<file path="config.mk">
export PLATFORM = sky130hd
export DESIGN_NAME = capture_timestamp_extender_core
export DESIGN_NICKNAME = d
export VERILOG_FILES = /design/src/cte_pkg.sv /design/src/cte_ram.sv /design/src/capture_timestamp_extender_core.sv
export VERILOG_INCLUDE_DIRS = /design/src /design/src/src
export SDC_FILE = /design/constraint.sdc
export NUM_CORES = 2
export LEC_CHECK = 0
export BUFFER_PORTS_ARGS = -buffer_cell sky130_fd_sc_hd__clkbuf_2
export CAP_MARGIN = 25
export CORE_ASPECT_RATIO = 1.4
export CORE_MARGIN = 4
export CORE_UTILIZATION = 60
export DETAILED_ROUTE_END_ITERATION = 7
export GPL_TIMING_DRIVEN = 0
export MAX_ROUTING_LAYER = met4
export PLACE_DENSITY = 0.76
export RECOVER_POWER = 50
export SLEW_MARGIN = 25
export SYNTH_ARGS = -nofsm -noshare
export SYNTH_HDL_FRONTEND = slang
export SYNTH_SLANG_ARGS = --single-unit
</file>
<file path="constraint.sdc">
create_clock -name clk -period 21.8 [get_ports clk]
set_input_delay 3.27 -clock clk [delete_from_list [all_inputs] [get_ports clk]]
set_output_delay 3.27 -clock clk [all_outputs]
set_load 0.01 [all_outputs]
</file>
<file path="src/capture_timestamp_extender_core_assert.svh">
// Assertion macros for the capture timestamp extender.
// Included by capture_timestamp_extender_core, which checks its own control logic.
`ifndef CAPTURE_TIMESTAMP_EXTENDER_CORE_ASSERT_SVH
`define CAPTURE_TIMESTAMP_EXTENDER_CORE_ASSERT_SVH

// Same-cycle implication, disabled while reset is held.
`define CTE_ASSERT_IMP(label, clk, rst_n, ante, cons, msg) \
  label: assert property (@(posedge clk) disable iff (!rst_n) (ante) |-> (cons)) \
    else $error(msg);

// Next-cycle implication, disabled while reset is held.
`define CTE_ASSERT_NXT(label, clk, rst_n, ante, cons, msg) \
  label: assert property (@(posedge clk) disable iff (!rst_n) (ante) |=> (cons)) \
    else $error(msg);

`endif

</file>
<file path="src/cte_pkg.sv">
// Package for the capture timestamp extender: constants, codes and types.
// Used by capture_timestamp_extender_core; depends on nothing.
`default_nettype none

package cte_pkg;

  localparam int CHANNELS   = 4;
  localparam int CH_AW      = (CHANNELS > 1) ? $clog2(CHANNELS) : 1;
  localparam int MAX_FILL   = 16;
  localparam int FILL_CNT_W = $clog2(MAX_FILL + 1);

  localparam logic [31:0] NOMINAL_RESET = 32'd1000000;
  localparam logic [31:0] JUMP_RESET    = 32'd1000000000;
  localparam logic [63:0] FILL_MARGIN   = 64'd2000000;
  localparam logic [63:0] WINDOW        = 64'd200000;
  localparam logic [32:0] WRAP_ADJ      = 33'h0_ffff_ffff;

  // Configuration register indexes.
  localparam logic CFG_NOMINAL_PERIOD = 1'b0;
  localparam logic CFG_JUMP_TOLERANCE = 1'b1;

  // Lock codes as held in the channel memory.
  localparam logic [1:0] LK_INIT   = 2'd0;
  localparam logic [1:0] LK_UNLOCK = 2'd1;
  localparam logic [1:0] LK_LOCK   = 2'd2;

  typedef enum logic [2:0] {
    S_IDLE,
    S_EXT,
    S_JMP,
    S_CHK,
    S_FILL,
    S_FIN
  } state_t;

  // Which epoch the widened capture is taken from.
  typedef enum logic [1:0] {
    SEL_ZERO,
    SEL_SAME,
    SEL_PREV,
    SEL_NEXT
  } epoch_sel_t;

  typedef struct packed {
    logic [1:0]  lock;
    logic [31:0] prev_cap_low;
    logic [63:0] prev_cap_full;
    logic [63:0] period;
  } chan_ent_t;

  localparam chan_ent_t ENT_RESET = '{
    lock:          LK_INIT,
    prev_cap_low:  32'd0,
    prev_cap_full: 64'd0,
    period:        {32'd0, NOMINAL_RESET}
  };

endpackage

`default_nettype wire

</file>
<file path="src/cte_ram.sv">
// Generic single-write, single-read RAM with a registered read port.
// Stand-alone; holds the per-channel state of the extender.
`default_nettype none

module cte_ram #(
  parameter int WIDTH = 8,
  parameter int DEPTH = 4
) (
  input  wire logic                                   clk,
  input  wire logic                                   we,
  input  wire logic [$clog2((DEPTH > 1) ? DEPTH : 2)-1:0] waddr,
  input  wire logic [WIDTH-1:0]                       wdata,
  input  wire logic                                   re,
  input  wire logic [$clog2((DEPTH > 1) ? DEPTH : 2)-1:0] raddr,
  output logic      [WIDTH-1:0]                       rdata
);

  logic [WIDTH-1:0] mem [DEPTH];

  always_ff @(posedge clk) begin
    if (we) begin
      mem[waddr] <= wdata;
    end
    if (re) begin
      rdata <= mem[raddr];
    end
  end

endmodule

`default_nettype wire

</file>
<file path="src/capture_timestamp_extender_core.sv">
// Capture timestamp extender: a request is taken only in idle, and the next one only once the last
// has been written back. The channel state is fetched, then the lock decision, the epoch choice and
// the backwards check run in turn; when locked, up to 16 gap-fill values go out before the real capture. The rate is
// set by the single channel-state memory port and the fill loop, one value per cycle into the
// single output register while that register is free; a stall there holds the loop. Reset (rst_n low,
// synchronous) returns every channel to init through per-channel valid bits; no clearing pass.
`default_nettype none

`include "capture_timestamp_extender_core_assert.svh"

module capture_timestamp_extender_core (
  input  wire logic        clk,
  input  wire logic        rst_n,
  // Configuration write port.
  input  wire logic        cfg_we,
  input  wire logic        cfg_index,
  input  wire logic [31:0] cfg_wdata,
  // Capture request channel.
  input  wire logic        in_valid,
  output logic             in_ready,
  input  wire logic [1:0]  in_channel,
  input  wire logic [31:0] in_cap_low,
  input  wire logic [63:0] in_ptp_time,
  input  wire logic        in_batch_last,
  // Timestamp result channel.
  output logic             out_valid,
  input  wire logic        out_ready,
  output logic [1:0]       out_channel,
  output logic [63:0]      out_timestamp,
  output logic             out_interpolated,
  output logic             out_last
);

  // Control state.
  cte_pkg::state_t               state_r, state_nxt;
  logic [cte_pkg::CHANNELS-1:0]  vld_r, vld_nxt;
  logic [31:0]                   nom_r, nom_nxt;
  logic [31:0]                   jump_r, jump_nxt;
  logic [31:0]                   ppl_r, ppl_nxt;
  logic [cte_pkg::FILL_CNT_W-1:0] cnt_r, cnt_nxt;
  logic                          out_valid_r, out_valid_nxt;

  // Working registers of the request in flight.
  logic [1:0]                    ch_r, ch_nxt;
  logic [31:0]                   ts_r, ts_nxt;
  logic [63:0]                   ptp_r, ptp_nxt;
  logic                          blast_r, blast_nxt;
  logic [1:0]                    st_r, st_nxt;
  cte_pkg::epoch_sel_t           sel_r, sel_nxt;
  logic [63:0]                   pre_r, pre_nxt;
  logic [63:0]                   diff_r, diff_nxt;
  logic [63:0]                   dm_r, dm_nxt;
  logic [63:0]                   t_r, t_nxt;
  logic [63:0]                   cap_r, cap_nxt;

  // Output register payload.
  logic [1:0]                    out_channel_r, out_channel_nxt;
  logic [63:0]                   out_timestamp_r, out_timestamp_nxt;
  logic                          out_interpolated_r, out_interpolated_nxt;
  logic                          out_last_r, out_last_nxt;

  // Memory interface.
  logic                          ram_we, ram_re;
  logic [cte_pkg::CH_AW-1:0]     ram_raddr, ch_idx;
  cte_pkg::chan_ent_t            ram_wdata, rd_ent, ent;

  // Datapath terms.
  logic [32:0]                   ptp_l, tmp;
  logic                          cond_a, cond_b, out_free;
  logic [63:0]                   cand_same, cand_prev, cand_next, jmp_sum, jmp_dif;
  logic [63:0]                   fill_sum, fill_step, nd, win_lo, win_hi;

  assign ram_raddr = cte_pkg::CH_AW'(in_channel);
  assign ch_idx    = cte_pkg::CH_AW'(ch_r);

  cte_ram #(
    .WIDTH ($bits(cte_pkg::chan_ent_t)),
    .DEPTH (cte_pkg::CHANNELS)
  ) u_state_ram (
    .clk   (clk),
    .we    (ram_we),
    .waddr (ch_idx),
    .wdata (ram_wdata),
    .re    (ram_re),
    .raddr (ram_raddr),
    .rdata (rd_ent)
  );

  // An entry never written since reset reads as the reset state.
  assign ent = vld_r[ch_idx] ? rd_ent : cte_pkg::ENT_RESET;

  // The PTP low word is lifted by the wrap adjustment when it has gone round since
  // the last batch; the capture low word likewise against its previous value.
  assign ptp_l = {1'b0, ptp_r[31:0]} + ((ppl_r > ptp_r[31:0]) ? cte_pkg::WRAP_ADJ : 33'd0);
  assign tmp   = {1'b0, ts_r} + ((ent.prev_cap_low > ts_r) ? cte_pkg::WRAP_ADJ : 33'd0);
  assign cond_a = (ent.prev_cap_low <= ppl_r) && (tmp <= ptp_l);
  assign cond_b = (ent.prev_cap_low > ppl_r) && (tmp > ptp_l);

  // Epoch candidates for the widened capture and their jump-tolerance checks.
  assign cand_same = {ptp_r[63:32], ts_r};
  assign cand_prev = {ptp_r[63:32] - 32'd1, ts_r};
  assign cand_next = {ptp_r[63:32] + 32'd1, ts_r};
  assign jmp_sum   = cand_prev + {32'd0, jump_r};
  assign jmp_dif   = cand_next - {32'd0, jump_r};

  // Gap fill: dm_r already holds period plus fill margin.
  assign fill_sum  = t_r + dm_r;
  assign fill_step = t_r + diff_r;

  // Period re-estimation window; the low bound wraps for very short nominal periods.
  assign nd     = cap_r - t_r;
  assign win_lo = {32'd0, nom_r} - cte_pkg::WINDOW;
  assign win_hi = {32'd0, nom_r} + cte_pkg::WINDOW;

  assign out_free = !out_valid_r || out_ready;

  always_comb begin
    state_nxt            = state_r;
    vld_nxt              = vld_r;
    nom_nxt              = nom_r;
    jump_nxt             = jump_r;
    ppl_nxt              = ppl_r;
    cnt_nxt              = cnt_r;
    out_valid_nxt        = out_valid_r && !out_ready;
    ch_nxt               = ch_r;
    ts_nxt               = ts_r;
    ptp_nxt              = ptp_r;
    blast_nxt            = blast_r;
    st_nxt               = st_r;
    sel_nxt              = sel_r;
    pre_nxt              = pre_r;
    diff_nxt             = diff_r;
    dm_nxt               = dm_r;
    t_nxt                = t_r;
    cap_nxt              = cap_r;
    out_channel_nxt      = out_channel_r;
    out_timestamp_nxt    = out_timestamp_r;
    out_interpolated_nxt = out_interpolated_r;
    out_last_nxt         = out_last_r;
    ram_we               = 1'b0;
    ram_re               = 1'b0;
    ram_wdata            = '{lock: st_r, prev_cap_low: ts_r, prev_cap_full: cap_r,
                             period: diff_r};
    in_ready             = (state_r == cte_pkg::S_IDLE);

    // Configuration must only be written while no request is in flight; the block does not enforce this.
    if (cfg_we) begin
      unique case (cfg_index)
        cte_pkg::CFG_NOMINAL_PERIOD: nom_nxt  = cfg_wdata;
        cte_pkg::CFG_JUMP_TOLERANCE: jump_nxt = cfg_wdata;
        default: ;
      endcase
    end

    unique case (state_r)
      cte_pkg::S_IDLE: begin
        if (in_valid) begin
          if (int'(in_channel) < cte_pkg::CHANNELS) begin
            // Latch the request and fetch its channel state.
            ch_nxt    = in_channel;
            ts_nxt    = in_cap_low;
            ptp_nxt   = in_ptp_time;
            blast_nxt = in_batch_last;
            ram_re    = 1'b1;
            state_nxt = cte_pkg::S_EXT;
          end else if (in_batch_last) begin
            // An absent channel is ignored but still closes a batch.
            ppl_nxt = in_ptp_time[31:0];
          end
        end
      end

      cte_pkg::S_EXT: begin
        // Lock decision and choice of epoch.
        pre_nxt  = ent.prev_cap_full;
        diff_nxt = ent.period;
        sel_nxt  = cte_pkg::SEL_ZERO;
        unique case (ent.lock) inside
          cte_pkg::LK_INIT: begin
            st_nxt = cte_pkg::LK_UNLOCK;
          end
          cte_pkg::LK_UNLOCK, cte_pkg::LK_LOCK: begin
            if (cond_a) begin
              st_nxt  = cte_pkg::LK_LOCK;
              sel_nxt = (ptp_r[31:0] >= ts_r) ? cte_pkg::SEL_SAME : cte_pkg::SEL_PREV;
            end else if (cond_b) begin
              st_nxt  = cte_pkg::LK_LOCK;
              sel_nxt = (ptp_r[31:0] <= ts_r) ? cte_pkg::SEL_SAME : cte_pkg::SEL_NEXT;
            end else begin
              st_nxt = cte_pkg::LK_UNLOCK;
            end
          end
          default: begin
            st_nxt = cte_pkg::LK_INIT;
          end
        endcase
        state_nxt = cte_pkg::S_JMP;
      end

      cte_pkg::S_JMP: begin
        // A guess into a neighbouring epoch that jumps too far falls back to
        // the plain upper word.
        case (sel_r)
          cte_pkg::SEL_SAME: cap_nxt = cand_same;
          cte_pkg::SEL_PREV: cap_nxt = (jmp_sum < pre_r) ? cand_same : cand_prev;
          cte_pkg::SEL_NEXT: cap_nxt = (jmp_dif > pre_r) ? cand_same : cand_next;
          default:           cap_nxt = 64'd0;
        endcase
        state_nxt = cte_pkg::S_CHK;
      end

      cte_pkg::S_CHK: begin
        dm_nxt  = diff_r + cte_pkg::FILL_MARGIN;
        t_nxt   = pre_r;
        cnt_nxt = '0;
        // A capture that goes backwards drops the lock and the event.
        if (st_r != cte_pkg::LK_INIT && cap_r < pre_r) begin
          st_nxt    = cte_pkg::LK_UNLOCK;
          state_nxt = cte_pkg::S_FIN;
        end else if (st_r == cte_pkg::LK_LOCK && pre_r != 64'd0) begin
          state_nxt = cte_pkg::S_FILL;
        end else begin
          state_nxt = cte_pkg::S_FIN;
        end
      end

      cte_pkg::S_FILL: begin
        if (cnt_r == cte_pkg::FILL_CNT_W'(cte_pkg::MAX_FILL)) begin
          state_nxt = cte_pkg::S_FIN;
        end else if (fill_sum < cap_r) begin
          if (out_free) begin
            out_valid_nxt        = 1'b1;
            out_channel_nxt      = ch_r;
            out_timestamp_nxt    = fill_step;
            out_interpolated_nxt = 1'b1;
            out_last_nxt         = 1'b0;
            t_nxt                = fill_step;
            cnt_nxt              = cnt_r + 1'b1;
          end
        end else begin
          state_nxt = cte_pkg::S_FIN;
        end
      end

      cte_pkg::S_FIN: begin
        if (st_r == cte_pkg::LK_LOCK) begin
          if (out_free) begin
            out_valid_nxt        = 1'b1;
            out_channel_nxt      = ch_r;
            out_timestamp_nxt    = cap_r;
            out_interpolated_nxt = 1'b0;
            out_last_nxt         = 1'b1;
            if (pre_r != 64'd0 && nd > win_lo && nd < win_hi) begin
              ram_wdata.period = nd;
            end
            ram_we = 1'b1;
          end
        end else begin
          ram_wdata.period = {32'd0, nom_r};
          ram_we           = 1'b1;
        end
        if (ram_we) begin
          vld_nxt[ch_idx] = 1'b1;
          if (blast_r) begin
            ppl_nxt = ptp_r[31:0];
          end
          state_nxt = cte_pkg::S_IDLE;
        end
      end

      default: begin
        state_nxt = cte_pkg::S_IDLE;
      end
    endcase
  end

  always_ff @(posedge clk) begin
    if (!rst_n) begin
      state_r     <= cte_pkg::S_IDLE;
      vld_r       <= '0;
      nom_r       <= cte_pkg::NOMINAL_RESET;
      jump_r      <= cte_pkg::JUMP_RESET;
      ppl_r       <= 32'd0;
      cnt_r       <= '0;
      out_valid_r <= 1'b0;
    end else begin
      state_r     <= state_nxt;
      vld_r       <= vld_nxt;
      nom_r       <= nom_nxt;
      jump_r      <= jump_nxt;
      ppl_r       <= ppl_nxt;
      cnt_r       <= cnt_nxt;
      out_valid_r <= out_valid_nxt;
    end
  end

  always_ff @(posedge clk) begin
    ch_r               <= ch_nxt;
    ts_r               <= ts_nxt;
    ptp_r              <= ptp_nxt;
    blast_r            <= blast_nxt;
    st_r               <= st_nxt;
    sel_r              <= sel_nxt;
    pre_r              <= pre_nxt;
    diff_r             <= diff_nxt;
    dm_r               <= dm_nxt;
    t_r                <= t_nxt;
    cap_r              <= cap_nxt;
    out_channel_r      <= out_channel_nxt;
    out_timestamp_r    <= out_timestamp_nxt;
    out_interpolated_r <= out_interpolated_nxt;
    out_last_r         <= out_last_nxt;
  end

  assign out_valid        = out_valid_r;
  assign out_channel      = out_channel_r;
  assign out_timestamp    = out_timestamp_r;
  assign out_interpolated = out_interpolated_r;
  assign out_last         = out_last_r;

  `CTE_ASSERT_NXT(a_accept_fetches, clk, rst_n,
    in_valid && in_ready && (int'(in_channel) < cte_pkg::CHANNELS),
    state_r == cte_pkg::S_EXT, "accepted request did not start a state fetch")
  `CTE_ASSERT_IMP(a_fill_bound, clk, rst_n, 1'b1,
    cnt_r <= cte_pkg::FILL_CNT_W'(cte_pkg::MAX_FILL), "gap fill count exceeded its limit")
  `CTE_ASSERT_IMP(a_out_kind, clk, rst_n, out_valid_r,
    !(out_interpolated_r && out_last_r), "interpolated timestamp marked as last")
  `CTE_ASSERT_IMP(a_fill_locked, clk, rst_n, state_r == cte_pkg::S_FILL,
    (st_r == cte_pkg::LK_LOCK) && (pre_r != 64'd0), "gap fill entered without lock")
  `CTE_ASSERT_NXT(a_write_ends, clk, rst_n, ram_we,
    state_r == cte_pkg::S_IDLE, "state write-back did not end the request")

endmodule

`default_nettype wire
</file>
# After elaboration in Yosys (flattened, before gate mapping)
# Memories as Yosys holds them, arrays and structs flattened. A register that Yosys moved wholly into a read port is not among the register bits.
# Cells that the tools add are included.
dict set report totals {
  register_bits 600
  latchBits 0
  mem_bits_rw 648
  mem_bits_ro 0
  in_bits 137
  output_inout_bits 70
  memories 1
}
dict set report op_classes {
  add_sub_neg 13
  multipliers 0
  div 0
  n_lt_le_gt_ge 16
  eq_ne 21
  shift 0
  mux 69
  bitwise 2
  reduce_logical 29
}
# name depth width rd rd_ports_with_merged_regs write_ports line_no
set mem_list {}
lappend mem_list {u_state_ram.mem 4 162 1 1 1 cte_ram.sv:18} ;# logic [WIDTH-1:0] mem [DEPTH];
# operator n
set ops {}
lappend ops {{$mux W64} 11}
lappend ops {{$pmux W64 S2} 2}
lappend ops {{$lt A64 B64 Y1} 3}
lappend ops {{$pmux W64 S3} 1}
lappend ops {{$mux W162} 1}
lappend ops {{$add A64 B64 Y64} 2}
lappend ops {{$gt A64 B64 Y1} 2}
lappend ops {{$gt A32 B32 Y1} 3}
lappend ops {{$add A32 B32 Y33} 2}
lappend ops {{$add A64 B21 Y64 const B} 1}
lappend ops {{$add A64 B32 Y64} 1}
lappend ops {{$le A32 B32 Y1} 2}
lappend ops {{$lt A64 B33 Y1} 1}
lappend ops {{$mux W32} 2}
lappend ops {{$reduce_bool A64 Y1} 1}
lappend ops {{$sub A64 B32 Y64} 1}
lappend ops {{$sub A64 B64 Y64} 1}
lappend ops {{$add A32 B18 Y33 const B} 1}
lappend ops {{$gt A33 B33 Y1} 1}
lappend ops {{$le A33 B33 Y1} 1}
lappend ops {{$sub A32 B18 Y33 const B} 1}
lappend ops {{$add A32 B1 Y32 const B} 1}
lappend ops {{$ge A32 B32 Y1} 1}
lappend ops {{$sub A32 B1 Y32 const B} 1}
lappend ops {{other kinds (34)} 106}

# Longest topological paths before layout
dict set report depth {
  word_depth 12
  depth_mapped 50
}

# Cells and area by module
# Synthesis repeated with hierarchy kept, for this count alone.
dict set report unflattened {
  cells_unflattened 7461
  area_unflattened_um2 84629.9
}
# module instances cells_each area_per_inst_um2 seq_area_each_um2
set modules_own_cells {}
lappend modules_own_cells {capture_timestamp_extender_core 1 6449 56394.1 16926.2}
lappend modules_own_cells {cte_ram 1 1012 28235.8 24323.3}

# Least setup slack after synthesis
# Ideal clock, no wire load.
dict set report synth_timing {
  kind {input -> register}
  start {in out_ready}
  end {mem u_state_ram.mem[0][0] (netlist bit) (enable)}
  setup_time_ns 0.918
  t_arrival_ns 15.391
  setup_slack_ns 5.491
  path_stages 3
  path_buffers 0
  path_cell_list {nor2b_1 a21oi_1 nor3b_1}
}
dict set report synth_between {
  elab_chain_cells 7
}
# item line_no
set synth_lines {}
lappend synth_lines {{from (decl)} capture_timestamp_extender_core.sv:27} ;# input wire logic out_ready,
lappend synth_lines {{$logic_or A1 B1 Y1} capture_timestamp_extender_core.sv:115} ;# assign out_free = !out_valid_r || out_ready;
lappend synth_lines {{$mux W1} capture_timestamp_extender_core.sv:247} ;# if (out_free) begin
lappend synth_lines {{$mux W1} capture_timestamp_extender_core.sv:246} ;# if (st_r == cte_pkg::LK_LOCK) begin
lappend synth_lines {{$mux W1 (2 in series)} capture_timestamp_extender_core.sv:155} ;# unique case (state_r)
lappend synth_lines {{$mux W1} cte_ram.sv:21} ;# if (we) begin
lappend synth_lines {{$mux W1 (not written as such)} cte_ram.sv:22} ;# mem[waddr] <= wdata;
lappend synth_lines {{to (decl)} cte_ram.sv:18}
# Every way passes these cells. The select of a mux whose other input is x is not followed.

# Worst setup path after layout
dict set report layout_timing {
  start {reg ch_r[0], in the netlist ch_idx[0]}
  end {reg st_r[0] (data pin)}
}
dict set report layout_between {
  elab_chain_cells 12
  elab_cells_between_ends 20
}
# item line_no
set layout_lines {}
lappend layout_lines {{from (decl)} capture_timestamp_extender_core.sv:44} ;# logic [1:0] ch_r, ch_nxt;
lappend layout_lines {{from (signal assigned)} capture_timestamp_extender_core.sv:298} ;# ch_r <= ch_nxt;
lappend layout_lines {{$bmux W1 S2 (*)} capture_timestamp_extender_core.sv:90} ;# assign ent = vld_r[ch_idx] ? rd_ent : cte_pkg::ENT_RESET;
lappend layout_lines {{$mux W1 (not written as such) (*)} capture_timestamp_extender_core.sv:90}
lappend layout_lines {{$mux W162 (*)} capture_timestamp_extender_core.sv:90}
lappend layout_lines {{$gt A32 B32 Y1} capture_timestamp_extender_core.sv:95} ;# assign tmp = {1'b0, ts_r} + ((ent.prev_cap_low > ts_r) ? cte_pkg::WRAP_ADJ : 33'd0);
lappend layout_lines {{$mux W32} capture_timestamp_extender_core.sv:95}
lappend layout_lines {{$add A32 B32 Y33} capture_timestamp_extender_core.sv:95}
lappend layout_lines {{$gt A33 B33 Y1} capture_timestamp_extender_core.sv:97} ;# assign cond_b = (ent.prev_cap_low > ppl_r) && (tmp > ptp_l);
lappend layout_lines {{$logic_and A1 B1 Y1} capture_timestamp_extender_core.sv:97}
lappend layout_lines {{$mux W2} capture_timestamp_extender_core.sv:186} ;# end else if (cond_b) begin
lappend layout_lines {{$mux W2} capture_timestamp_extender_core.sv:183} ;# if (cond_a) begin
lappend layout_lines {{$pmux W2 S2 (*)} capture_timestamp_extender_core.sv:178} ;# unique case (ent.lock) inside
lappend layout_lines {{$pmux W2 S2 (*)} capture_timestamp_extender_core.sv:155}
lappend layout_lines {{to (signal assigned)} capture_timestamp_extender_core.sv:302} ;# st_r <= st_nxt;
lappend layout_lines {{to (decl)} capture_timestamp_extender_core.sv:48} ;# logic [1:0] st_r, st_nxt;
# Every way passes the cells marked *; elsewhere a longest branch is shown, timed or not. The select of a mux whose other input is x is not followed.
# A chain may end at the register's enable or synchronous reset.

==> impl_metrics.tcl <==
set metrics [dict create \
    setup_violations 0 \
    synth-seq-area-share_pct 48.68 \
    num_rows 162 \
    route.detailed.drc 0 \
    fin_cells 9940 \
    cp_top_family "compound AO/OA/AOI/OAI gates" \
    grt_setup_unrepaired "no" \
    cts_buffer_depth 3 \
    post_cts_resized 0 \
    io_buffers 205 \
    fmax_mhz 78.24 \
    status "complete, but fails checks" \
    hold_class "reg -> reg" \
    antenna_left 0 \
    core_sq_um 139900 \
    cts_buffers 139 \
    worst_pin_slew_ps 3181 \
    yosysTopAreaCellShare_pct 46.10 \
    cts_tree "done" \
    mostFrequentLayoutCells "edfxtp_1, ha_1, nand2_1" \
    dp.cells 9669 \
    period_share_pct 58.63 \
    die_h_microns 452.7 \
    route.met2.wl_microns 132100 \
    yosys.area.top_type "edfxtp_1" \
    design_area_sq_um 94010 \
    wirelength_met1_microns 101800 \
    htree_levels 4 \
    synth_warnings 0 \
    hold-path-cell-count 2 \
    leakagePower_nw 36.54 \
    finalMaxSlewViolations 324 \
    worstRegToRegCells 45 \
    area_growth_pct 10.93 \
    grt_pass1_wl_microns 404900 \
    io-pin-count 207 \
    final_hold_viol_count 0 \
    worst_path_max_delay_cell "clkbuf_1" \
    cts-root-buf "clkbuf_16" \
    firstDrtPassIters 7 \
    fin_hold_ws_ps 478.3 \
    max_stage_delay_ps 980 \
    r2r_start "ch_idx[0]$_DFFE_PP_" \
    wl_microns 276400 \
    postCtsSetupRepairBufs 0 \
    cp.arrival_ps 13290 \
    grt_pass1_vias 63513 \
    grt_start_max_net_pins 53 \
    ys_ff_latch 1410 \
    routedWlPerCell_microns 27.80 \
    syn_area_per_cell_sq_um 11.20 \
    clock_sinks 1410 \
    worstPathMaxFanout 32 \
    required_ps 22310 \
    vias 64449 \
    finalNetCount 8981 \
    synthArstFlopShare_pct 0 \
    reg2reg_to "st_r[0]$_SDFFCE_PP1P_" \
    grt.overflow.total 0 \
    holdPathEnd "ppl_r[27]$_SDFFE_PN0P_" \
    cp.buffers_inverters 5 \
    maxCapViolCount 10 \
    drive_above_1_share_pct 8.829 \
    num-fill-cells 10553 \
    post_dp_cell_area_sq_um 89590 \
    power.total_mw 7.567 \
    hold_start "ppl_r[27]$_SDFFE_PN0P_" \
    wl_met3_microns 20150 \
    grt_util_all_layers_pct 38.16 \
    rrSetupSlack_ps 9020 \
    netlist_instances 7564 \
    ys_types 106 \
    die_w_microns 325.6 \
    dieArea_sq_um 147400 \
    ir_drop_uv 87.65 \
    clock_latency_ps 810 \
    vias_per_cell 6.484 \
    syn_area_sq_um 84740 \
    violations "max-capacitance violations, max-slew violations" \
    crit_path_frequent_cell "o21ai_0" \
    layout_min_cycle_time_ps 12780 \
    synth.net_count 8538 \
    synth_enable_flop_cells 1301 \
    initialDrtViolationCount 6704 \
    ys_top_cells_by_area "edfxtp_1, ha_1, mux4_2, xnor2_1, a21oi_1" \
    fin_util_pct 67.21 \
    gp_congestion 1.019 \
    endpoint_kind "flip-flop" \
    skew_ps 30.27 \
    start_kind "flip-flop" \
    synthFlopType "edfxtp_1" \
    final_common_cell "edfxtp_1" \
    initial_core_util_pct 60.59 \
    path_class "reg -> reg" \
    p_per_area_nw_per_um2 80.49 \
    grt_antenna_before_repair 22 \
    highest_layer "met4" \
    cts.clk_slew.worst_paths_ps 60 \
    dpl.hpwl_microns 216500 \
    slew_headroom_pct -112.1 \
    cts_hold_buf 0 \
]
[kinds of logic after synthesis]
kind of cell / after synthesis / share of synthesized area (%)
adders and majority gates: 838 / 12.43
buffers and inverters: 744 / 3.369
muxes: 176 / 4.490
and+or+nand+nor: 2157 / 12.79
AOI/OAI and AO/OA: 1748 / 13.17
xor gates and xnor gates: 491 / 5.075
DFF: 1410 / 48.68
[routing by layer]
metal | up-vias | GRT usage [%]
met3 | 955 | 5.330
met2 | 3121 | 62.19
met5 | - | -
met4 | 0 | 25.03
li1 | 29075 | -
met1 | 31298 | 44.51
[worst max-delay path by stage]
stage,startpoint,endpoint,slack [ps],cells after the start
3_3_place_gp,out_ready,u_state_ram.mem[0][114]$_DFFE_PP_,-6840,4
6_report,ch_idx[0]$_DFFE_PP_,st_r[0]$_SDFFCE_PP1P_,9020,45
5_1_grt,ch_idx[0]$_DFFE_PP_,st_r[1]$_SDFFCE_PP0P_,8280,44
2_1_floorplan,out_ready,u_state_ram.mem[0][0]$_DFFE_PP_,5490,3
3_5_place_dp,ch_idx[0]$_DFFE_PP_,st_r[0]$_SDFFCE_PP1P_,9880,45
4_1_cts,ch_idx[0]$_DFFE_PP_,st_r[0]$_SDFFCE_PP1P_,9830,45
[Yosys cell counts (11+ instances only)]
| library cell | n |
|---|---|
| edfxtp_1 | 1301 |
| ha_1 | 830 |
| nand2_1 | 626 |
| a21oi_1 | 514 |
| inv_1 | 447 |
| o21ai_0 | 418 |
| nor2_1 | 392 |
| xnor2_1 | 322 |
| a21o_1 | 286 |
| clkbuf_1 | 241 |
| and2_1 | 221 |
| xor2_1 | 169 |
| mux4_2 | 163 |
| nand4_1 | 160 |
| nand2b_1 | 139 |
| nand3_1 | 133 |
| nor3_1 | 126 |
| nor2b_1 | 119 |
| dfxtp_1 | 109 |
| and3_1 | 78 |
| o21a_1 | 57 |
| a31oi_1 | 52 |
| a211oi_1 | 48 |
| o21bai_1 | 48 |
| a221o_1 | 44 |
| nor4_1 | 43 |
| o211ai_1 | 37 |
| buf_1 | 34 |
| or3_1 | 31 |
| o31ai_1 | 29 |
| a221oi_1 | 23 |
| and4_1 | 17 |
| a41oi_1 | 14 |
| buf_2 | 14 |
| or2_2 | 14 |
| or4_1 | 14 |
| nor3b_1 | 12 |
| o41ai_1 | 12 |
| a211o_1 | 11 |
[power by group]
group / internal, mW / total (mW) / switching, mW
clock network: 1.42 / 2.52 / 1.10
logic: 0.638 / 1.70 / 1.07
registers: 3.15 / 3.34 / 0.191
[stage by stage]
stage	worst slack [ps]	setup TNS, ps
floorplan	5491	0
global placement	-6835	-1103590
detailed placement	9878	0
CTS	9830	0
global route	8277	0
finish	9018	0
[worst register-to-register path, delay by kind of cell (launching register included)]
kind / cells / cell delay (ps)
compound gates: 25 / 6160
simple gates: 8 / 940
xor+xnor: 1 / 200
buf+inv: 5 / 2760
mux: 1 / 490
fa+ha+maj: 5 / 1430
flops: 1 / 520
[registers in the layout, summed over array words and instances, names as in the netlist, 2 cells and up]
signal and cells:
vld_r 4, ptp_r 64, pre_r 64, jump_r 32, ts_r 32, out_channel 2, u_state_ram.rdata 162, out_timestamp 64
u_state_ram.mem 648, diff_r 64, st_r 2, ch_idx 2, t_r 64, ppl_r 32, dm_r 64, cap_r 64
state_r 3, nom_r 32, sel_r 2, cnt_r 5
[area by class of cell]
| class | count | area (sq um) | share of cell area, % |
|---|---|---|---|
| sequential | 1410 | 41250 | 43.88 |
| multi-input combinational | 5410 | 40710 | 43.30 |
| clock buffer | 165 | 3650 | 3.882 |
| tap | 1804 | 2257 | 2.401 |
| timing repair buffer | 302 | 2167 | 2.305 |
| inverter | 449 | 1687 | 1.794 |
| buffer | 295 | 1179 | 1.254 |
| clock inverter | 90 | 1074 | 1.142 |
| antenna | 15 | 37.54 | 0.03993 |
(Power assumes the default switching activity.)
